[src/rtl/assert_macros.svh]
// Assertion macros used by the controller RTL of the array list block
`ifndef ASSERT_MACROS_SVH
`define ASSERT_MACROS_SVH

// Clocked check, masked while reset is asserted
`define ALC_ASSERT(label, prop, msg) \
    label: assert property (@(posedge i_clk) disable iff (!i_rst_n) prop) \
        else $error(msg);

// Clocked check that also holds during reset
`define ALC_ASSERT_ALWAYS(label, prop, msg) \
    label: assert property (@(posedge i_clk) prop) else $error(msg);

`endif

[src/rtl/alc_pkg.sv]
// Package for the array list block: widths, codes and shared types
package alc_pkg;

    localparam int CAPACITY_DEF = 128;

    localparam int CMD_W = 3;
    localparam int POS_W = 8;
    localparam int VAL_W = 32;
    localparam int ST_W  = 3;
    localparam int IDX_W = 7;
    localparam int LEN_W = 8;

    typedef enum logic [CMD_W-1:0] {
        CMD_CLEAR  = 3'd0,
        CMD_INSERT = 3'd1,
        CMD_DELETE = 3'd2,
        CMD_SEARCH = 3'd3,
        CMD_READ   = 3'd4
    } t_cmd;

    typedef enum logic [ST_W-1:0] {
        ST_OK       = 3'd0,
        ST_FULL     = 3'd1,
        ST_EMPTY    = 3'd2,
        ST_BADPOS   = 3'd3,
        ST_NOTFOUND = 3'd4
    } t_status;

    typedef enum logic {
        S_IDLE,
        S_SCAN
    } t_state;

    // Row-wide operation issued by the controller
    typedef enum logic [1:0] {
        CHAIN_HOLD,
        CHAIN_INSERT,
        CHAIN_DELETE,
        CHAIN_ROTATE
    } t_chain_op;

    // Per-cell load select
    typedef enum logic [1:0] {
        CELL_HOLD,
        CELL_LOAD,
        CELL_FROM_PREV,
        CELL_FROM_NEXT
    } t_cell_op;

    // Width that holds both a position and a length at a given capacity
    function automatic int cmp_width(input int capacity);
        int cw;
        begin
            cw = $clog2(capacity + 1);
            return (cw > POS_W) ? cw : POS_W;
        end
    endfunction

endpackage

[src/rtl/alc_cmd_if.sv]
// Command channel interface: valid/ready plus command payload
interface alc_cmd_if import alc_pkg::*; ();
    logic                    valid;
    logic                    ready;
    logic [CMD_W-1:0]        command;
    logic [POS_W-1:0]        position;
    logic signed [VAL_W-1:0] value;

    modport source (output valid, command, position, value, input ready);
    modport sink   (input valid, command, position, value, output ready);
endinterface

[src/rtl/alc_res_if.sv]
// Result channel interface: valid/ready plus result payload
interface alc_res_if import alc_pkg::*; ();
    logic                    valid;
    logic                    ready;
    logic [ST_W-1:0]         status;
    logic [IDX_W-1:0]        found_index;
    logic signed [VAL_W-1:0] read_value;
    logic [LEN_W-1:0]        list_length;

    modport source (output valid, status, found_index, read_value, list_length, input ready);
    modport sink   (input valid, status, found_index, read_value, list_length, output ready);
endinterface

[src/rtl/alc_ctrl.sv]
// Controller: command decode, length, rotate-scan sequencer, result register
`include "assert_macros.svh"

module alc_ctrl import alc_pkg::*; #(
    parameter int CAPACITY = CAPACITY_DEF
) (
    input  logic             i_clk,
    input  logic             i_rst_n,
    alc_cmd_if.sink          i_cmd,
    alc_res_if.source        o_res,
    input  logic [VAL_W-1:0] i_head,
    output t_chain_op        o_op
);

    localparam int CW = $clog2(CAPACITY + 1);
    localparam int KW = $clog2(CAPACITY);
    localparam int WW = cmp_width(CAPACITY);
    localparam logic [WW-1:0] CAP_W  = WW'(CAPACITY);
    localparam logic [KW-1:0] LAST_K = KW'(CAPACITY - 1);

    t_state           r_state, n_state;
    logic [CW-1:0]    r_count;
    logic             r_ov;

    logic [KW-1:0]    r_k;
    logic [KW-1:0]    r_pos;
    logic [VAL_W-1:0] r_key;
    logic             r_srch;
    logic             r_hit;
    logic [KW-1:0]    r_idx;
    logic [VAL_W-1:0] r_rd;

    t_status          r_status;
    logic [IDX_W-1:0] r_found;
    logic [VAL_W-1:0] r_rdv;
    logic [LEN_W-1:0] r_len;

    logic             w_ready, w_accept;
    t_cmd             w_cmd;
    logic [WW-1:0]    w_count, w_pos;

    t_status          d_status;
    logic             d_scan;
    t_chain_op        d_op;
    logic [CW-1:0]    d_count;

    logic             s_in, s_now, s_last;
    logic             n_hit;
    logic [KW-1:0]    n_idx;
    logic [VAL_W-1:0] n_rd;
    logic [WW-1:0]    n_idx_w, d_count_w, r_count_w;

    logic             w_load_imm, w_load_scan;

    assign w_accept = i_cmd.valid && w_ready;
    assign w_cmd    = t_cmd'(i_cmd.command);
    assign w_count  = WW'(r_count);
    assign w_pos    = WW'(i_cmd.position);

    // Command decode against the current length
    always_comb begin
        d_status = ST_BADPOS;
        d_scan   = 1'b0;
        d_op     = CHAIN_HOLD;
        d_count  = r_count;
        case (w_cmd)
            CMD_CLEAR: begin
                d_status = ST_OK;
                d_count  = '0;
            end
            CMD_INSERT: begin
                if (w_count >= CAP_W) begin
                    d_status = ST_FULL;
                end else if (w_pos > w_count) begin
                    d_status = ST_BADPOS;
                end else begin
                    d_status = ST_OK;
                    d_op     = CHAIN_INSERT;
                    d_count  = CW'(r_count + 1'b1);
                end
            end
            CMD_DELETE: begin
                if (r_count == '0) begin
                    d_status = ST_EMPTY;
                end else if (w_pos >= w_count) begin
                    d_status = ST_BADPOS;
                end else begin
                    d_status = ST_OK;
                    d_op     = CHAIN_DELETE;
                    d_count  = CW'(r_count - 1'b1);
                end
            end
            CMD_SEARCH: begin
                if (r_count == '0) begin
                    d_status = ST_EMPTY;
                end else begin
                    d_status = ST_OK;
                    d_scan   = 1'b1;
                end
            end
            CMD_READ: begin
                if (r_count == '0) begin
                    d_status = ST_EMPTY;
                end else if (w_pos >= w_count) begin
                    d_status = ST_BADPOS;
                end else begin
                    d_status = ST_OK;
                    d_scan   = 1'b1;
                end
            end
            default: begin
                d_status = ST_BADPOS;
            end
        endcase
    end

    // Scan step: head cell holds entry r_k this cycle
    assign s_in   = CW'(r_k) < r_count;
    assign s_now  = r_srch && s_in && !r_hit && (i_head == r_key);
    assign s_last = (r_k == LAST_K);
    assign n_hit  = r_hit || s_now;
    assign n_idx  = s_now ? r_k : r_idx;
    assign n_rd   = (!r_srch && (r_k == r_pos)) ? i_head : r_rd;

    assign n_idx_w   = WW'(n_idx);
    assign d_count_w = WW'(d_count);
    assign r_count_w = WW'(r_count);

    // Next state
    always_comb begin
        n_state = r_state;
        case (r_state)
            S_IDLE:  if (w_accept && d_scan) n_state = S_SCAN;
            S_SCAN:  if (s_last) n_state = S_IDLE;
            default: n_state = S_IDLE;
        endcase
    end

    // State outputs
    always_comb begin
        w_ready     = 1'b0;
        o_op        = CHAIN_HOLD;
        w_load_imm  = 1'b0;
        w_load_scan = 1'b0;
        case (r_state)
            S_IDLE: begin
                w_ready    = !r_ov || o_res.ready;
                w_load_imm = w_accept && !d_scan;
                if (w_accept) o_op = d_op;
            end
            S_SCAN: begin
                o_op        = CHAIN_ROTATE;
                w_load_scan = s_last;
            end
            default: begin
                w_ready = 1'b0;
            end
        endcase
    end

    assign i_cmd.ready = w_ready;

    always_ff @(posedge i_clk) begin
        if (!i_rst_n) begin
            r_state <= S_IDLE;
            r_count <= '0;
            r_ov    <= 1'b0;
        end else begin
            r_state <= n_state;
            if (w_accept) r_count <= d_count;
            if (w_load_imm || w_load_scan) begin
                r_ov <= 1'b1;
            end else if (o_res.ready) begin
                r_ov <= 1'b0;
            end
        end
    end

    always_ff @(posedge i_clk) begin
        if (w_accept) begin
            r_k    <= '0;
            r_pos  <= w_pos[KW-1:0];
            r_key  <= i_cmd.value;
            r_srch <= (w_cmd == CMD_SEARCH);
            r_hit  <= 1'b0;
            r_idx  <= '0;
            r_rd   <= '0;
        end else if (r_state == S_SCAN) begin
            r_k    <= KW'(r_k + 1'b1);
            r_hit  <= n_hit;
            r_idx  <= n_idx;
            r_rd   <= n_rd;
        end
    end

    always_ff @(posedge i_clk) begin
        if (w_load_imm) begin
            r_status <= d_status;
            r_found  <= '0;
            r_rdv    <= '0;
            r_len    <= d_count_w[LEN_W-1:0];
        end else if (w_load_scan) begin
            if (r_srch) begin
                r_status <= n_hit ? ST_OK : ST_NOTFOUND;
                r_found  <= n_hit ? n_idx_w[IDX_W-1:0] : '0;
                r_rdv    <= '0;
            end else begin
                r_status <= ST_OK;
                r_found  <= '0;
                r_rdv    <= n_rd;
            end
            r_len <= r_count_w[LEN_W-1:0];
        end
    end

    assign o_res.valid       = r_ov;
    assign o_res.status      = r_status;
    assign o_res.found_index = r_found;
    assign o_res.read_value  = r_rdv;
    assign o_res.list_length = r_len;

    `ALC_ASSERT_ALWAYS(a_count_cap, (!i_rst_n || (r_count_w <= CAP_W)), "length above capacity")
    `ALC_ASSERT(a_scan_done, ((r_state == S_SCAN) && s_last) |=> (r_ov && (r_state == S_IDLE)), "scan end without result")
    `ALC_ASSERT(a_clear, (w_accept && (w_cmd == CMD_CLEAR)) |=> ((r_count == '0) && r_ov), "clear did not empty list")
    `ALC_ASSERT(a_scan_hold, (r_state == S_SCAN) |-> (!w_accept && $stable(r_count)), "list changed during scan")

endmodule

[src/flat_wrapper.sv]
// flat-port wrapper written by rule: the top's interface ports become plain ports
module alc_ctrl_flat import alc_pkg::*;
#(
    parameter int CAPACITY = CAPACITY_DEF
)
  (i_clk, i_rst_n, i_head, o_op, i_cmd_valid, i_cmd_command, i_cmd_position, i_cmd_value, i_cmd_ready, o_res_valid, o_res_status, o_res_found_index, o_res_read_value, o_res_list_length, o_res_ready);
  alc_cmd_if i_cmd_i ();
  alc_res_if o_res_i ();
  input  logic i_clk;
  input  logic i_rst_n;
  input  logic [VAL_W-1:0] i_head;
  output t_chain_op o_op;
  input wire logic [$bits(i_cmd_i.valid)-1:0] i_cmd_valid;
  input wire logic [$bits(i_cmd_i.command)-1:0] i_cmd_command;
  input wire logic [$bits(i_cmd_i.position)-1:0] i_cmd_position;
  input wire logic [$bits(i_cmd_i.value)-1:0] i_cmd_value;
  output wire logic [$bits(i_cmd_i.ready)-1:0] i_cmd_ready;
  output wire logic [$bits(o_res_i.valid)-1:0] o_res_valid;
  output wire logic [$bits(o_res_i.status)-1:0] o_res_status;
  output wire logic [$bits(o_res_i.found_index)-1:0] o_res_found_index;
  output wire logic [$bits(o_res_i.read_value)-1:0] o_res_read_value;
  output wire logic [$bits(o_res_i.list_length)-1:0] o_res_list_length;
  input wire logic [$bits(o_res_i.ready)-1:0] o_res_ready;
  assign i_cmd_i.valid = i_cmd_valid;
  assign i_cmd_i.command = i_cmd_command;
  assign i_cmd_i.position = i_cmd_position;
  assign i_cmd_i.value = i_cmd_value;
  assign i_cmd_ready = i_cmd_i.ready;
  assign o_res_valid = o_res_i.valid;
  assign o_res_status = o_res_i.status;
  assign o_res_found_index = o_res_i.found_index;
  assign o_res_read_value = o_res_i.read_value;
  assign o_res_list_length = o_res_i.list_length;
  assign o_res_i.ready = o_res_ready;
  alc_ctrl #(.CAPACITY(CAPACITY)) u_core (.i_clk(i_clk), .i_rst_n(i_rst_n), .i_cmd(i_cmd_i), .o_res(o_res_i), .i_head(i_head), .o_op(o_op));
endmodule
[config.mk]
export PLATFORM = sky130hd
export DESIGN_NAME = alc_ctrl_flat
export DESIGN_NICKNAME = d
export VERILOG_FILES = /design/src/rtl/alc_pkg.sv /design/src/rtl/alc_cmd_if.sv /design/src/rtl/alc_res_if.sv /design/src/rtl/alc_ctrl.sv /design/src/flat_wrapper.sv
export VERILOG_INCLUDE_DIRS = /design/src /design/src/rtl
export SDC_FILE = /design/constraint.sdc
export NUM_CORES = 1
export LEC_CHECK = 0
export ABC_AREA = 1
export BUFFER_PORTS_ARGS = -buffer_cell sky130_fd_sc_hd__buf_2
export CAP_MARGIN = 20
export CORE_MARGIN = 10
export CORE_UTILIZATION = 57
export DETAILED_ROUTE_END_ITERATION = 12
export PLACE_DENSITY = 0.81
export REMOVE_ABC_BUFFERS = 1
export SYNTH_ARGS = -nofsm -noshare
export SYNTH_HDL_FRONTEND = slang
export SYNTH_SLANG_ARGS = --single-unit
[constraint.sdc]
create_clock -name i_clk -period 3.3 [get_ports i_clk]
set_input_delay 0.165 -clock i_clk [delete_from_list [all_inputs] [get_ports i_clk]]
set_output_delay 0.165 -clock i_clk [all_outputs]
set_load 0.1 [all_outputs]
# ---- Word-level counts from Yosys, hierarchy flattened
# Cells that the tools add are included.
dict set report totals {
  reg_bits 147
  in_bits 79
  out_inout_bits 54
  word_cells 89
}
dict set report classes {
  add_sub_neg 3
  magnitude_cmp 4
  eq_ne 7
  mux 41
  bitwise_logic 1
  n_reduce_logical 19
}
# operator n
set op_table {}
lappend op_table {{32-bit 2-to-1 mux} 2}
lappend op_table {{8-bit 2-to-1 mux} 6}
lappend op_table {{32-bit equality test} 1}
lappend op_table {{8-bit case mux with 3 select lines} 1}
lappend op_table {{7-bit 2-to-1 mux} 3}
lappend op_table {{3-bit 2-to-1 mux} 6}
lappend op_table {{2-bit 2-to-1 mux} 7}
lappend op_table {{3-bit case mux with 4 select lines} 1}
lappend op_table {{1-bit 2-to-1 mux} 11}
lappend op_table {{8-bit by 1-bit adder with 8-bit output (second input constant)} 1}
lappend op_table {{8-bit greater-or-equal comparator} 1}
lappend op_table {{8-bit greater-or-equal comparator (second input constant)} 1}
lappend op_table {{8-bit greater-than comparator} 1}
lappend op_table {{8-bit logical NOT} 1}
lappend op_table {{7-bit by 8-bit < comparator with 1-bit output} 1}
lappend op_table {{2-bit case mux with 2 select lines} 2}
lappend op_table {{8-bit by 1-bit subtractor with 8-bit output (second input constant)} 1}
lappend op_table {{7-bit by 1-bit adder with 7-bit output (second input constant)} 1}
lappend op_table {{7-bit equality test} 1}
lappend op_table {{7-bit equality test (second input constant)} 1}
lappend op_table {{1-bit logical AND} 7}
lappend op_table {{3-bit by 2-bit equality test with 1-bit output (second input constant)} 2}
lappend op_table {{1-bit logical NOT} 4}
lappend op_table {{1-bit case mux with 2 select lines} 2}
lappend op_table {{7 further kinds} 10}

# ---- Logic depth before layout (Yosys ltp)
dict set report logic_depth {
  ltp_word 9
  mapped_depth 18
  mapped_depth_nobuf 17
}

# ---- Worst setup path before layout
# Ideal clock, no wire load.
dict set report synth_path {
  path_type {register to output}
  from {register u_core.r_ov (netlist: u_core.o_res.valid)}
  to {output o_op[1]}
  arrival_ps 5167
  required_ps 3135
  slack_ps -2032
  stages_incl_launch_ff 7
  n_path_buf 1
  cell_sequence {dfxtp_1 nand2_1 inv_1 nor2_1 nand2_1 clkbuf_1 o31ai_1}
}
dict set report synth_between {
  elab_chain_cells 6
}
# item line
set synth_rtl {}
lappend synth_rtl {{start, declared} alc_ctrl.sv:23} ;# logic r_ov;
lappend synth_rtl {{start signal, assigned} alc_ctrl.sv:167} ;# r_ov <= 1'b0;
lappend synth_rtl {{start signal, assigned} alc_ctrl.sv:172} ;# r_ov <= 1'b1;
lappend synth_rtl {{start signal, assigned} alc_ctrl.sv:174} ;# r_ov <= 1'b0;
lappend synth_rtl {{1-bit logical NOT} alc_ctrl.sv:147} ;# w_ready = !r_ov || o_res.ready;
lappend synth_rtl {{1-bit logical OR} alc_ctrl.sv:147}
lappend synth_rtl {{1-bit 2-to-1 mux} alc_ctrl.sv:145} ;# case (r_state)
lappend synth_rtl {{net i_cmd_ready} flat_wrapper.sv:17} ;# output wire logic [$bits(i_cmd_i.ready)-1:0] i_cmd_ready;
lappend synth_rtl {{1-bit logical AND} alc_ctrl.sv:55} ;# assign w_accept = i_cmd.valid && w_ready;
lappend synth_rtl {{2-bit 2-to-1 mux} alc_ctrl.sv:149} ;# if (w_accept) o_op = d_op;
lappend synth_rtl {{2-bit case mux with 2 select lines} alc_ctrl.sv:145}
lappend synth_rtl {{end, declared} flat_wrapper.sv:12} ;# output t_chain_op o_op;
# The timed path passes the listed nets, and every way through them passes these cells.

# ---- Worst setup path after layout
dict set report layout_path {
  from {register u_core.r_count[3]}
  to {output o_op[0]}
}
dict set report layout_between {
  elab_chain_cells 6
  elab_cells_between_ends 9
  classes_between {order compare (2); mux (6); reduce/logical (1)}
}
# item line
set layout_rtl {}
lappend layout_rtl {{start, declared} alc_ctrl.sv:22} ;# logic [CW-1:0] r_count;
lappend layout_rtl {{start signal, assigned} alc_ctrl.sv:170} ;# if (w_accept) r_count <= d_count;
lappend layout_rtl {{8-bit greater-than comparator} alc_ctrl.sv:74} ;# end else if (w_pos > w_count) begin
lappend layout_rtl {{1-bit 2-to-1 mux} alc_ctrl.sv:74}
lappend layout_rtl {{2-bit 2-to-1 mux} alc_ctrl.sv:72} ;# if (w_count >= CAP_W) begin
lappend layout_rtl {{2-bit case mux with 2 select lines (*)} alc_ctrl.sv:66} ;# case (w_cmd)
lappend layout_rtl {{2-bit 2-to-1 mux (*)} alc_ctrl.sv:149}
lappend layout_rtl {{2-bit case mux with 2 select lines (*)} alc_ctrl.sv:145}
# Mark *: on every way between the ends. The rest lies on a longest branch, timed or not.

==> flow_summary.json <==
{
  "coreArea_um2": 13300,
  "gp_congestion": 0.875,
  "placed_area_um2": 8550,
  "area_delta_synth_final_pct": 22.2,
  "ys_ff_latch": 147,
  "cap_violations": 0,
  "design_area_um2": 9460,
  "cp.arrival_ps": 2840,
  "numPortBuffers": 132,
  "antenna_found_initial": 0,
  "drt_iter0_drc": 711,
  "clk_pin_slew_ps": 60,
  "netlist_area_um2": 7740,
  "rsz0062_at_grt": "no",
  "placed_cells": 1318,
  "die-area_um2": 18600,
  "final_util": 0.712,
  "fillers": 1114,
  "post-cts-setup-buffer-count": 0,
  "crit_slowest_cell": "dfxtp_1",
  "end_kind": "output pin",
  "diodes": 0,
  "p_leak_nw": 4.87,
  "grtUsageTotal": 0.246,
  "finalNetCount": 1297,
  "totalWireLength_um": 22300,
  "setup_viol": 0,
  "drcViolationCount": 0,
  "cp.buffers_inverters": 3,
  "start_util": 0.582,
  "critPathMostFrequentCell": "nand2_1",
  "clock-root-buffer": "clkbuf_16",
  "required_ps": 3130,
  "grt_pass1_vias": 7379,
  "numCtsBuffers": 17,
  "dp_hpwl_um": 15200,
  "yosys_warnings": 0,
  "reg2reg_from": "u_core.r_count[5]",
  "dieHeight_um": 137,
  "die_x_um": 137,
  "critPathTopFamily": "simple AND/OR/NAND/NOR gates",
  "hp-start": "i_rst_n",
  "worst_clock_skew_ps": 10.7,
  "p_per_area_nw_per_um2": 493,
  "clk_path_buf_depth": 2,
  "synth_edf_count": 51,
  "power_mw": 4.67,
  "async_flop_share": 0,
  "whs_ps": 36.7,
  "min_path_cells": 2,
  "io_pins": 133,
  "yosysUniqueCellTypes": 47,
  "cpPeakStageDelay_ps": 480,
  "ys_seq_area_frac": 0.446,
  "fmax_mhz": 333,
  "drv_slew": 0,
  "cp-start-kind": "flip-flop",
  "status": "finished, final reports clean",
  "grt_pass1_wl_um": 36500,
  "finalCriticalPeriod_ps": 3010,
  "syn_area_per_cell_um2": 7.46,
  "tightest_slew_ps": 645,
  "wl_per_cell_um": 16.1,
  "critPathLaunch": "u_core.r_count[3]",
  "rows": 42,
  "path_cells": "inv_1 > ha_1 > nand2_1 > inv_2 > nand2_1 > nand2_1 > nand2_1 > nand2_1 > nand2_2 > nand3_1 > o21ai_0 > buf_4",
  "cts_tree": "built",
  "hold_viol": 0,
  "min_period_over_period": 0.911,
  "routed-via-count": 7226,
  "routed_via_density": 5.20,
  "hold_class": "input port to flip-flop",
  "overflow": 0,
  "layout-drive-gt1-share": 0.179,
  "r2r_cells": 10,
  "slew_headroom": 0.569,
  "grt_max_degree": 49,
  "path_depth": 12,
  "clkSinkCount": 147,
  "synth_ff_type": "dfxtp_1",
  "cp_max_fo": 12,
  "fin_cells": 1389,
  "critical_path_class": "flip-flop to output pin",
  "synthCells": 1037,
  "htree_levels": 4,
  "ant_nets": 0,
  "vdd_ir_drop_max_v": 0.000388,
  "clkLatencyLatePin_ps": 430,
  "first_pass_iters": 5
}
-- state kept, by name, indices dropped and copies added, names as in the netlist, 3 cells and up --
register and flops:
u_core.r_pos 7, u_core.o_res.read_value 32, u_core.o_res.found_index 7, u_core.r_key 32, u_core.r_idx 7, u_core.r_k 7, u_core.o_res.list_length 8, u_core.r_rd 32
u_core.r_count 8, u_core.o_res.status 3
-- Yosys cell counts, types with 2 or more instances --
master	count	area (um^2)
a21oi_1	17	85.1
a21oi_2	5	43.8
a31oi_1	3	18.8
buf_1	3	11.3
buf_2	16	80.1
clkbuf_1	18	67.6
dfxtp_1	96	1920
edfxtp_1	51	1530
ha_1	18	225
inv_1	158	593
inv_2	15	56.3
nand2_1	302	1130
nand2_2	3	18.8
nand3_1	52	260
nand3_2	2	20.0
nand4_1	20	125
nor2_1	70	263
nor2_2	6	37.5
nor2_8	2	40.0
nor3_1	13	65.1
nor3_2	2	20.0
o211ai_1	33	248
o21ai_0	9	45.0
o21ai_1	64	320
o21ai_2	2	17.5
o21bai_1	2	15.0
or2_1	3	18.8
xor2_1	33	289
-- routing by layer --
metal | share of wire | vias to the layer above | wire length (um) | track usage
met5 | 0 | - | 0 | 0
li1 | - | 3631 | - | -
met3 | 0.080 | 34 | 1780 | 0.0609
met1 | 0.39 | 3302 | 8700 | 0.279
met2 | 0.51 | 259 | 11500 | 0.443
met4 | 0.017 | 0 | 373 | 0.0757
-- metrics by stage --
stage | worst slack (ps) | TNS (ps)
3_5_place_dp | 599 | 0
2_1_floorplan | -3270 | -306580
6_report | 294 | 0
5_1_grt | 21.8 | 0
4_1_cts | 126 | 0
3_3_place_gp | 610 | 0
-- worst reg2reg max path: stages, from the launching register on --
cell and delay (ps):
dfxtp_1 430, inv_1 200, ha_1 340, nand2_1 80, nor2_2 140, nand4_2 170, nand3_2 140, nor2_2 50
o21ai_2 190, nand2_2 70, nand2_1 440
-- cell type report --
class	count	area (um^2)	share of cell area
Clock buffer	22	454	0.0480
Timing Repair Buffer	183	1160	0.122
Clock inverter	10	62.6	0.00661
Inverter	174	653	0.0690
Multi-Input combinational cell	677	3460	0.366
Sequential cell	147	3450	0.365
Tap cell	176	220	0.0233
-- worst paths after layout --
path | slack, ps | end
worst max-delay path | 290 | o_op[0]
worst min-delay path | 40 | u_core.r_state
worst max register to register | 700 | u_core.o_res.list_length[3]
worst min register to register | 470 | u_core.o_res.found_index[2]
-- timing repair --
action | CTS | global route
gates resized for setup | 0 | 3
endpoints found under the hold margin | 39 | 0
hold buffers | 39 | 0
setup endpoints to repair | 0 | 1
-- cell families (layout without fill, tap and decap cells) --
kind of cell               Yosys count  in the layout  share of synthesized area
and+or+nand+nor                    483            483                      0.269
adders and majority gates           18             18                     0.0291
AOI/OAI and AO/OA                  142            142                      0.110
xor gates and xnor gates            34             34                     0.0385
buffers and inverters              213            389                      0.107
DFF                                147            147                      0.446
-- placed cells by master, fill, tap and decap left out, types with 39 or more instances in the layout --
master,synthesis,layout
dlygate4sd3_1,0,39
dfxtp_1,96,95
buf_2,16,131
nand2_1,302,300
inv_1,158,158
nor2_1,70,70
nand3_1,52,52
o21ai_1,64,64
edfxtp_1,51,51
-- power breakdown --
part,switching (mW),internal (mW)
clock,0.754,0.974
combinational,0.609,0.273
sequential,0.0669,1.99
total,1.43,3.24
Note: power is estimated with default switching activity, not from simulation.
