<file path="config.mk">
export PLATFORM = sky130hd
export DESIGN_NAME = alc_cell
export DESIGN_NICKNAME = d
export VERILOG_FILES = /design/src/rtl/assert_macros.svh /design/src/rtl/alc_pkg.sv /design/src/rtl/alc_cell.sv
export SDC_FILE = /design/constraint.sdc
export NUM_CORES = 1
export LEC_CHECK = 0
export ABC_AREA = 1
export BUFFER_PORTS_ARGS = -buffer_cell sky130_fd_sc_hd__buf_2
export CORE_MARGIN = 2
export CORE_UTILIZATION = 36
export CTS_CLUSTER_SIZE = 20
export DETAILED_ROUTE_END_ITERATION = 10
export PLACE_DENSITY_LB_ADDON = 0.2
export SETUP_SLACK_MARGIN = 0.1
export SYNTH_ARGS = -nofsm -noshare
export SYNTH_HDL_FRONTEND = slang
export SYNTH_SLANG_ARGS = --single-unit
</file>
<file path="constraint.sdc">
create_clock -name i_clk -period 1.6 [get_ports i_clk]
set_clock_uncertainty 0.15 [all_clocks]
set_input_delay 0.24 -clock i_clk [delete_from_list [all_inputs] [get_ports i_clk]]
set_output_delay 0.24 -clock i_clk [all_outputs]
set_load 0.005 [all_outputs]
</file>
<file path="src/rtl/assert_macros.svh">
// Assertion macros used by the controller RTL of the array list block
`ifndef ASSERT_MACROS_SVH
`define ASSERT_MACROS_SVH

// Clocked check, masked while reset is asserted
`define ALC_ASSERT(label, prop, msg) \
    label: assert property (@(posedge i_clk) disable iff (!i_rst_n) prop) \
        else $error(msg);

// Clocked check that also holds during reset
`define ALC_ASSERT_ALWAYS(label, prop, msg) \
    label: assert property (@(posedge i_clk) prop) else $error(msg);

`endif

</file>
<file path="src/rtl/alc_pkg.sv">
// Package for the array list block: widths, codes and shared types
package alc_pkg;

    localparam int CAPACITY_DEF = 128;

    localparam int CMD_W = 3;
    localparam int POS_W = 8;
    localparam int VAL_W = 32;
    localparam int ST_W  = 3;
    localparam int IDX_W = 7;
    localparam int LEN_W = 8;

    typedef enum logic [CMD_W-1:0] {
        CMD_CLEAR  = 3'd0,
        CMD_INSERT = 3'd1,
        CMD_DELETE = 3'd2,
        CMD_SEARCH = 3'd3,
        CMD_READ   = 3'd4
    } t_cmd;

    typedef enum logic [ST_W-1:0] {
        ST_OK       = 3'd0,
        ST_FULL     = 3'd1,
        ST_EMPTY    = 3'd2,
        ST_BADPOS   = 3'd3,
        ST_NOTFOUND = 3'd4
    } t_status;

    typedef enum logic {
        S_IDLE,
        S_SCAN
    } t_state;

    // Row-wide operation issued by the controller
    typedef enum logic [1:0] {
        CHAIN_HOLD,
        CHAIN_INSERT,
        CHAIN_DELETE,
        CHAIN_ROTATE
    } t_chain_op;

    // Per-cell load select
    typedef enum logic [1:0] {
        CELL_HOLD,
        CELL_LOAD,
        CELL_FROM_PREV,
        CELL_FROM_NEXT
    } t_cell_op;

    // Width that holds both a position and a length at a given capacity
    function automatic int cmp_width(input int capacity);
        int cw;
        begin
            cw = $clog2(capacity + 1);
            return (cw > POS_W) ? cw : POS_W;
        end
    endfunction

endpackage

</file>
<file path="src/rtl/alc_cell.sv">
// One list cell: holds an entry and loads from its neighbors or the input
module alc_cell import alc_pkg::*; (
    input  logic             i_clk,
    input  t_cell_op         i_mode,
    input  logic [VAL_W-1:0] i_prev,
    input  logic [VAL_W-1:0] i_next,
    input  logic [VAL_W-1:0] i_load,
    output logic [VAL_W-1:0] o_entry
);

    logic [VAL_W-1:0] r_entry;

    always_ff @(posedge i_clk) begin
        case (i_mode)
            CELL_LOAD:      r_entry <= i_load;
            CELL_FROM_PREV: r_entry <= i_prev;
            CELL_FROM_NEXT: r_entry <= i_next;
            default:        r_entry <= r_entry;
        endcase
    end

    assign o_entry = r_entry;

endmodule

</file>
# Yosys cells after proc, flatten, opt, wreduce, memory -nomap -nowiden
# Cells that the tools add are included.
word_totals:
  mem_bits_rw: 0
  mem_count: 0
  latchBits: 0
  word_cells: 6
  inputBits: 99
  reg_bits: 32
  romBits: 0
op_classes:
  addsub: 0
  reduce_logical: 1
  muxes: 1
  order_cmp: 0
  n_bitwise: 0
  eq_ne: 3
  multipliers: 0
  n_shift: 0
  div_mod_pow: 0
ops:
  columns: ["op", "count"]
  rows:
  - ["$pmux 32 s3", 1]
  - ["$eq 2x2->1 const B", 2]
  - ["$reduce_bool 3->1", 1]
  - ["$eq 2x1->1 const B", 1]

# Logic depth before layout (Yosys ltp)
# Gate-level depths: netlist (run 1).
logic_depth:
  ltp_word: 2
  depth_mapped: 5
  ltp_nobuf: 3

# Worst setup path after synthesis (run 1)
# OpenSTA, ideal clock, no wires.
synth_timing:
  path_type: "input to register"
  start: "input i_mode[0]"
  end: "register r_entry[0] (netlist: o_entry[0]), enable pin"
  stages: 4
  arrival_time_ns: 1.235
  setup_time_ns: 0.389
  slack_ns: -0.174
  required_ns: 1.061
  path_cell_list: "buf_4 -> inv_4 -> buf_6 -> nand2_1"
synth_between:
  elab_chain_cells: 2
  elab_cells_between_ends: 4
  classes_between: "eq/ne: 3; reduce/logical: 1"
synth_rtl:
  columns: ["item", "line", "source"]
  rows:
  - ["start, declared", "alc_cell.sv:4", "input t_cell_op i_mode,"]
  - ["$eq 2x2->1 / $eq 2x1->1 (equally long branches)", "alc_cell.sv:14", "case (i_mode)"]
  - ["$reduce_bool 3->1 (no source line) (*)", null, null]
  - ["end signal, assigned", "alc_cell.sv:15", "CELL_LOAD: r_entry <= i_load;"]
  - ["end signal, assigned", "alc_cell.sv:16", "CELL_FROM_PREV: r_entry <= i_prev;"]
  - ["end signal, assigned", "alc_cell.sv:17", "CELL_FROM_NEXT: r_entry <= i_next;"]
  - ["end, declared", "alc_cell.sv:11", "logic [VAL_W-1:0] r_entry;"]
# Every way passes the cells marked *; elsewhere a longest branch is shown, timed or not.
# A chain may end at the register's enable or synchronous reset.

# Final worst setup path (run 1)
layout_timing:
  start: "register r_entry[0] (netlist: o_entry[0])"
  end: "output o_entry[0]"
layout_rtl:
  columns: ["item", "line", "source"]
  rows:
  - ["end, declared", "alc_cell.sv:8", "output logic [VAL_W-1:0] o_entry"]
# No word-level cell between the ends.

==> results of run 1 <==
cell usage after synthesis:
cell      number
nand3_1       96
edfxtp_1      32
inv_1          1
nand2_1       33
buf_6          6
buf_2          5
inv_4          1
buf_4          6
where the power goes:
part           switching, mW  leakage (nW)  internal (mW)  total [mW]
registers             0.0213         0.330           1.04        1.06
clock network          0.268        0.0399          0.302       0.570
logic                  0.207         0.835          0.208       0.415
total                  0.496          1.20           1.55        2.05
layer usage:
metal	part of all wire	vias to the layer above	global-route usage
met4	0.0065	0	0.05350
met2	0.49	78	0.2863
met3	0.079	2	0.06215
li1	-	904	-
met5	0	-	0
met1	0.42	839	0.2117
cell families (layout without fill, tap and decap cells):
logic type / count (synthesis) / after routing / share of synthesized area
buffers and inverters: 19 / 148 / 0.08619
AND/OR/NAND/NOR: 129 / 129 / 0.3528
flip-flops: 32 / 32 / 0.5610
area by class of cell:
cell class,instances,area share
flip-flops and latches,32,0.3945
inverters,2,0.004109
clock buffers,7,0.03133
clock inverters,1,0.001541
repair buffers,138,0.2917
well taps,54,0.02773
multi-input cells,129,0.2491
layout by cell type, fill, tap and decap left out:
cell	n
buf_4	8
inv_4	1
clkbuf_8	5
inv_1	1
nand2_1	32
clkinv_1	1
nand2_2	1
clkbuf_1	2
buf_2	130
edfxtp_1	32
nand3_1	96
stage by stage:
step | hold slack, ns | utilization | instances | cell area (um^2) | power (mW)
3_5_place_dp | 0.3800 | 0.5055 | 355 | 2356 | 1.499
4_1_cts | 0.08779 | 0.5227 | 363 | 2436 | 2.073
5_1_grt | 0.09659 | 0.5227 | 363 | 2436 | 2.154
3_3_place_gp | 0.3805 | 0.5055 | 355 | 2356 | 1.497
2_1_floorplan | 0.2927 | - | 180 | 1715 | 1.267
6_report | 0.09582 | 0.5227 | 363 | 2436 | 2.047
worst max-delay path by stage:
| stage | cells past startpoint | endpoint | start |
|---|---|---|---|
| after floorplan | 4 | o_entry[0]$_DFFE_PP_ | i_mode[0] |
| after global placement | 5 | o_entry[26]$_DFFE_PP_ | i_mode[0] |
| after detailed placement | 4 | o_entry[30]$_DFFE_PP_ | i_mode[0] |
| after CTS | 1 | o_entry[30] | o_entry[30]$_DFFE_PP_ |
| after global routing | 1 | o_entry[5] | o_entry[5]$_DFFE_PP_ |
| final | 1 | o_entry[0] | o_entry[0]$_DFFE_PP_ |
==> results.md, run 1 <==
| Result | Value |
|---|---|
| Post-Syn Nets | 279 |
| Clock tree from TritonCTS | done |
| Result of the run | complete, no violations |
| Total track usage | 0.1734 |
| Flip-flop count of the largest register, all copies and words added | 32 |
| Endpoint arrival time on the critical path | 0.79 ns |
| Largest cells by area after synthesis | edfxtp_1 56%, nand3_1 28%, nand2_1 7.2%, buf_6 3.9%, buf_4 2.6% |
| Post-synthesis cell count | 180 |
| Kind of critical path | reg -> out |
| Final number of max-transition violations | 0 |
| P per Cell Area | 840.3 nW/um^2 |
| Area grow syn2layout | 42.22% |
| Proportion of layout cells with a drive suffix above 1 | 0.4693 |
| Root Driver | clkbuf_8 |
| Number of setup violations in the final report | 0 |
| Worst VDD drop | 0.4333 mV |
| Via count of the first global-routing pass | 1549 |
| Number of remaining DRC errors | 0 |
| Congestion Overflow GR | 0 |
| Chip height | 72.98 um |
| Critical path launch point type | register |
| Maximum number of pins on one net before global-route repair | 34 |
| Fraction of the yosys area taken by sequential cells | 0.5610 |
| # Post-CTS Setup Buffers | 0 |
| First-iteration detailed-routing DRC count | 85 |
| Netlist area before placement | 1713 um^2 |
| Post-route ant nets | 0 |
| Area taken by multi-input logic gates | 606.8 um^2 |
| Hold Path Stages | 3 |
| Total negative setup slack | 0 ns |
| Worst hold endpoint | o_entry[0]$_DFFE_PP_ |
| Clock period minus final worst setup slack | 1.178 ns |
| Sum of net half-perimeters after detailed placement | 3506 um |
| Nets | 407 |
| Post-synthesis cell type count | 8 |
| Number of placement rows | 25 |
| Maximum Capacitance Violations | 0 |
| Overall routed net length | 4766 um |
| Worst-margin pin slew | 0.3482 ns |
| Crit Path Max Fanout | 1 |
| Final WS setup | 0.4216 ns |
| Number of register bits inferred by synthesis | 32 |
| Clock transition at path regs | 0.06 ns |
| Vias post-DR | 1823 |
| Num ports | 131 |
| N_diodes | 0 |
| Max Root-Sink Buffers | 2 |
| Floorplan die area | 5326 um^2 |
| Wire length per cell after detailed routing | 13.13 um |
| Placement Setup Slack | 0.3429 ns |
| Leak Pwr | 1.205 nW |
| Global placer's final weighted congestion | 0.8071 |
| Period utilisation layout | 0.7365 |
| Overall die width | 72.98 um |
| Resized Gates After CTS | 0 |
| Cells along the critical path | buf_2 |
| Yosys synthesis warning count | 0 |
| Floorplan core area | 4661 um^2 |
| Number of hold violations in the final report | 0 |
| Setup repair after global routing missed its margin | no |
| Post-detailed-route via-to-cell ratio | 5.022 |
| Post-CTS Hold Fix Bufs | 0 |
| Number of port buffers | 130 |
| Required @ worst endpoint | 1.21 ns |
| Clock buffers created by TritonCTS | 5 |
| Avg Inst Size Synth | 9.516 um^2 |
| Wire length of the first global-routing pass | 6982 um |
| Endpoint class of the critical path | output pin |
| Gate family responsible for the most delay along the worst path | flip-flops |
| Buf+Inv Stages, Crit Path | 1 |
| Headroom to the max-slew limit | 0.7679 |
| Cell type with the highest aggregate area in the netlist | edfxtp_1 |
| Num Clock Sinks | 32 |
| Initial standard-cell utilization of the core | 0.3675 |
| Source of the worst hold timing path | i_load[0] |
| Flip-flop and latch area | 960.9 um^2 |
| Peak clock frequency supported by timing | 0.8486 GHz |
| Number of antenna violations at the first check in global routing | 0 |
| Kind of path behind the tightest hold check | in -> reg |
| Detailed Routing Iterations Pass 1 | 4 |
| Largest stage delay on the critical path | 0.37 ns |
| Layout fillers | 432 |
| H-Tree Depth | 2 |
| Area share of the leading cell type in the synthesized netlist | 0.5610 |
| Slowest cell on the critical path | edfxtp_1 |
Note: power is estimated with default switching activity, not from simulation.
==> run 2: changes to the inputs <==
==> constraint.sdc (replaced) <==
create_clock -name i_clk -period 1 [get_ports i_clk]
set_clock_uncertainty 0.15 [all_clocks]
set_input_delay 0.15 -clock i_clk [delete_from_list [all_inputs] [get_ports i_clk]]
set_output_delay 0.15 -clock i_clk [all_outputs]
set_load 0.005 [all_outputs]
==> run 2 against run 1 <==
Compared with the run above: the run now ends with hold timing, setup timing left; die area unchanged; total power increased by 88%; hold slack worse by 0.10 ns; critical path type unchanged; sequential power increased by 60%; first-iteration DRC count grew 15%; count of clock-buffer cells in the layout shrank 1; worst setup slack worse by 0.54 ns; final cell count rose by 2.5%; global-route usage up 2.8 points; critical endpoint is now o_entry[15]; largest cell class is now multi-input combinational cells; clock power grew 110%; sequential share of layout area down 7.9 points.
==> results.md, run 2 (synthesized netlist as in run 1, its figures left out) <==
| Result | Value |
|---|---|
| Max Root-Sink Buffers | 2 |
| Clock tree from TritonCTS | done |
| Overall die width | 72.98 um |
| Global placer's final weighted congestion | 0.7876 |
| First-iteration detailed-routing DRC count | 98 |
| Number of placement rows | 25 |
| Via count of the first global-routing pass | 1738 |
| Post-detailed-route via-to-cell ratio | 5.210 |
| Peak clock frequency supported by timing | 0.8937 GHz |
| Setup repair after global routing missed its margin | yes |
| Wire length per cell after detailed routing | 16.08 um |
| Leak Pwr | 1.517 nW |
| Result of the run | complete, but fails checks |
| Total track usage | 0.2011 |
| Congestion Overflow GR | 0 |
| Clock period minus final worst setup slack | 1.119 ns |
| Most common cell after layout, fill and taps aside | buf_2 |
| Initial standard-cell utilization of the core | 0.3675 |
| Maximum number of pins on one net before global-route repair | 33 |
| Final WS setup | -0.1189 ns |
| Utilization of the core after routing | 0.6540 |
| Headroom to the max-slew limit | 0.8142 |
| Number of hold violations in the final report | 2 |
| Nets | 416 |
| Floorplan die area | 5326 um^2 |
| Number of antenna violations at the first check in global routing | 0 |
| Num ports | 131 |
| H-Tree Depth | 2 |
| Post-route worst hold slack | -0.004715 ns |
| Cells along the critical path | buf_2 |
| Flip-flop count of the largest register, all copies and words added | 32 |
| Largest stage delay on the critical path | 0.39 ns |
| Number of remaining DRC errors | 0 |
| Source of the worst hold timing path | i_load[25] |
| Post-layout instance count excluding filler cells | 372 |
| Final number of max-transition violations | 0 |
| Critical path launch point type | register |
| Commonest non-fill, non-tap cells in the layout | 128 x buf_2, 59 x nand3_1, 37 x nand3_2, 32 x edfxtp_1, 19 x nand2_4 |
| Kind of path behind the tightest hold check | in -> reg |
| Buf+Inv Stages, Crit Path | 1 |
| Period utilisation layout | 1.119 |
| Slowest cell on the critical path | edfxtp_1 |
| Worst setup startpoint | o_entry[15]$_DFFE_PP_ |
| Clock buffers created by TritonCTS | 5 |
| Gate family responsible for the most delay along the worst path | flip-flops |
| Post-route ant nets | 0 |
| Area grow syn2layout | 77.94% |
| Sum of net half-perimeters after detailed placement | 3953 um |
| Crit Path Max Fanout | 1 |
| N_diodes | 0 |
| Proportion of layout cells with a drive suffix above 1 | 0.6855 |
| Number of port buffers | 130 |
| P per Cell Area | 1263 nW/um^2 |
| Clock transition at path regs | 0.07 ns |
| Endpoint class of the critical path | output pin |
| Detailed Routing Iterations Pass 1 | 4 |
| Placement Setup Slack | -0.2001 ns |
| Chip height | 72.98 um |
| Wire length of the first global-routing pass | 8100 um |
| Overall routed net length | 5982 um |
| Endpoint arrival time on the critical path | 0.82 ns |
| Violations in the final reports | hold timing, setup timing |
| Vias post-DR | 1938 |
| Required @ worst endpoint | 0.70 ns |
| Root Driver | clkbuf_8 |
| Num Clock Sinks | 32 |
| Number of cells after detailed placement | 360 |
| Worst-margin pin slew | 0.2788 ns |
| Maximum Capacitance Violations | 0 |
| Kind of critical path | reg -> out |
| Floorplan core area | 4661 um^2 |
| Worst VDD drop | 0.8695 mV |
| Number of setup violations in the final report | 32 |
==> run 2: metal layers <==
layer / share of wire / global-route usage
met2: 0.52 / 0.3313
met5: 0 / 0
met1: 0.41 / 0.2553
met4: 0.013 / 0.07613
met3: 0.062 / 0.04834
==> run 2: repair_timing <==
action,CTS,global route
cloned,0,3
endpoints found under the setup margin,45,74
setup buffers,0,1
hold endpoints to repair,4,2
pin swaps,1,22
resized for setup,0,73
==> run 2: final timing paths <==
kind | endpoint | cells after the start | slack [ns]
worst max-delay path | o_entry[15] | 1 | -0.12
worst min-delay path | o_entry[25]$_DFFE_PP_ | 3 | -0.005
==> run 2: per-stage QoR <==
step / total power [mW] / area [um^2] / TNS (ns)
2_1_floorplan: 2.080 / 1871 / -1.527
3_3_place_gp: 2.482 / 2567 / -9.653
3_5_place_dp: 2.503 / 2567 / -10.89
4_1_cts: 3.709 / 2675 / -2.797
5_1_grt: 4.024 / 3048 / -3.523
6_report: 3.848 / 3048 / -2.448
==> run 2: final cells by class <==
cell class	instances	area, um^2
Clock buffer	6	72.57
Clock inverter	2	35.03
Fill cell	376	1613
Inverter	2	18.77
Multi-Input combinational cell	130	967.2
Sequential cell	32	960.9
Tap cell	54	67.56
Timing Repair Buffer	146	925.9
==> run 2: power breakdown <==
group	internal [mW]	switching, mW	leakage, nW
Sequential	1.66	0.0377	0.330
Clock	0.739	0.471	0.0552
Combinational	0.469	0.468	1.13
==> run 3: changes to the inputs <==
--- a/config.mk
+++ b/config.mk
@@ -11,6 +11,7 @@
 export CORE_UTILIZATION = 36
 export CTS_CLUSTER_SIZE = 20
 export DETAILED_ROUTE_END_ITERATION = 10
+export GPL_TIMING_DRIVEN = 0
 export PLACE_DENSITY_LB_ADDON = 0.2
 export SETUP_SLACK_MARGIN = 0.1
 export SYNTH_ARGS = -nofsm -noshare
==> run 3 against run 2 <==
Compared with the run above: the flow finishes with violations (setup timing); sequential power is essentially flat; sequential cell count is the same; first-iteration DRC count shrank 17%; clock power shrank 26%; critical path depth is the same; design area shrank 12%; via count shrank 3.2%; critical endpoint is now o_entry[23]; highest routed layer unchanged.
==> results.md, run 3 (synthesized netlist as in run 1, its figures left out) <==
| Result | Value |
|---|---|
| Cells along the critical path | buf_2 |
| Num ports | 131 |
| Total power draw | 3.379 mW |
| Clock buffers created by TritonCTS | 5 |
| Peak clock frequency supported by timing | 0.9252 GHz |
| Utilization of the core after routing | 0.5766 |
| Setup repair after global routing missed its margin | yes |
| Slowest cell on the critical path | edfxtp_1 |
| Number of placement rows | 25 |
| Clock period minus final worst setup slack | 1.081 ns |
| Required @ worst endpoint | 0.70 ns |
| Global placer's final weighted congestion | 0.8147 |
| Area grow syn2layout | 56.90% |
| Maximum Capacitance Violations | 0 |
| Buf+Inv Stages, Crit Path | 1 |
| Final WS setup | -0.08089 ns |
| Kind of path behind the tightest hold check | in -> reg |
| Floorplan die area | 5326 um^2 |
| Detailed Routing Iterations Pass 1 | 4 |
| Violations in the final reports | setup timing |
| Hold Path Stages | 3 |
| Source of the worst hold timing path | i_load[0] |
| Root Driver | clkbuf_8 |
| Leak Pwr | 1.293 nW |
| # Post-CTS Setup Buffers | 0 |
| Vias post-DR | 1876 |
| Worst VDD drop | 0.6314 mV |
| Wire length per cell after detailed routing | 14.17 um |
| Total track usage | 0.2098 |
| Number of hold violations in the final report | 0 |
| Proportion of layout cells with a drive suffix above 1 | 0.5394 |
| Result of the run | complete, but fails checks |
| Number of antenna violations at the first check in global routing | 0 |
| Overall die width | 72.98 um |
| Nets | 416 |
| Placement Setup Slack | -0.3388 ns |
| Via count of the first global-routing pass | 1837 |
| Number of setup violations in the final report | 32 |
| Worst hold endpoint | o_entry[0]$_DFFE_PP_ |
| Overall routed net length | 5256 um |
| Final number of max-transition violations | 0 |
| Clock tree from TritonCTS | done |
| Number of port buffers | 129 |
| Worst-margin pin slew | 0.2189 ns |
| Gate family responsible for the most delay along the worst path | flip-flops |
| Floorplan core area | 4661 um^2 |
| Maximum number of pins on one net before global-route repair | 17 |
| Area after DPL | 2584 um^2 |
| Congestion Overflow GR | 0 |
| H-Tree Depth | 2 |
| Post-route cell area | 2688 um^2 |
| Layout fillers | 435 |
| First-iteration detailed-routing DRC count | 81 |
| Crit Path Max Fanout | 1 |
| Kind of critical path | reg -> out |
| P per Cell Area | 1257 nW/um^2 |
| Period utilisation layout | 1.081 |
| Number of remaining DRC errors | 0 |
| Wire length of the first global-routing pass | 8645 um |
| Num Clock Sinks | 32 |
| Post-CTS Hold Fix Bufs | 0 |
| Clock transition at path regs | 0.06 ns |
| Largest stage delay on the critical path | 0.37 ns |
| Endpoint class of the critical path | output pin |
| Sum of net half-perimeters after detailed placement | 3978 um |
| Initial standard-cell utilization of the core | 0.3675 |
| Most common cell after layout, fill and taps aside | buf_2 |
| Max Root-Sink Buffers | 2 |
| Headroom to the max-slew limit | 0.8541 |
| Endpoint arrival time on the critical path | 0.78 ns |
| Post-route ant nets | 0 |
| N_diodes | 0 |
| Post-detailed-route via-to-cell ratio | 5.057 |
| Flip-flop count of the largest register, all copies and words added | 32 |
| Chip height | 72.98 um |
| Critical path launch point type | register |
| Commonest non-fill, non-tap cells in the layout | 132 x buf_2, 80 x nand3_1, 32 x nand2_1, 32 x edfxtp_1, 16 x nand3_2 |
| Post-route worst hold slack | 0.008969 ns |
[run 3: cell types whose count changed in the layout (fill, tap and decap cells not counted), sizes merged]
| cell | before | now |
|---|---|---|
| bufinv | 1 | 0 |
| inv | 1 | 2 |
| clkinv | 1 | 2 |
| clkinvlp | 1 | 0 |
| buf | 143 | 146 |
| clkbuf | 9 | 5 |
[run 3: metrics by stage]
step	instances	TNS [ns]
final	371	-2.091
after floorplan	180	-1.527
after global routing	371	-3.304
after detailed placement	363	-15.84
after global placement	363	-16.43
after CTS	371	-2.427
[run 3: power breakdown]
part	switching, mW	internal, mW
Clock	0.443	0.459
Sequential	0.0355	1.66
Combinational	0.380	0.397
[run 3: layout make-up]
type / count / area [um^2] / share of cell area
Multi-Input combinational cell: 130 / 720.7 / 0.2682
Timing Repair Buffer: 129 / 645.6 / 0.2402
Buffer: 17 / 201.4 / 0.07495
Tap cell: 54 / 67.56 / 0.02514
Sequential cell: 32 / 960.9 / 0.3575
Inverter: 2 / 15.01 / 0.005587
Clock inverter: 2 / 7.507 / 0.002793
Clock buffer: 5 / 68.82 / 0.02561
[run 3: worst max-delay path by stage]
stage / endpoint / slack, ns / startpoint / depth (start not counted)
global route: o_entry[15] / -0.13 / o_entry[15]$_DFFE_PP_ / 1
finish: o_entry[23] / -0.08 / o_entry[23]$_DFFE_PP_ / 1
global placement: o_entry[6]$_DFFE_PP_ / -0.35 / i_mode[1] / 4
floorplan: o_entry[0]$_DFFE_PP_ / -0.05 / i_mode[0] / 4
detailed placement: o_entry[4]$_DFFE_PP_ / -0.34 / i_mode[1] / 4
CTS: o_entry[6] / -0.09 / o_entry[6]$_DFFE_PP_ / 1
[run 3: what timing repair did]
item / CTS / global route
endpoints found under the setup margin: 64 / 40
resized for setup: 3 / 1
cloned: 1 / 0
pin swaps: 1 / 0
[run 3: worst min-delay path: cells and delay by family]
kind / cells / cell delay [ns]
buf+inv: 1 / 0.07
simple gates: 2 / 0.10
[run 3: layer usage]
metal | vias up | GRT usage | part of all wire
li1 | 929 | - | -
met1 | 850 | 0.2847 | 0.44
met2 | 87 | 0.3323 | 0.48
met3 | 10 | 0.05110 | 0.067
met4 | 0 | 0.06379 | 0.016
met5 | - | 0 | 0
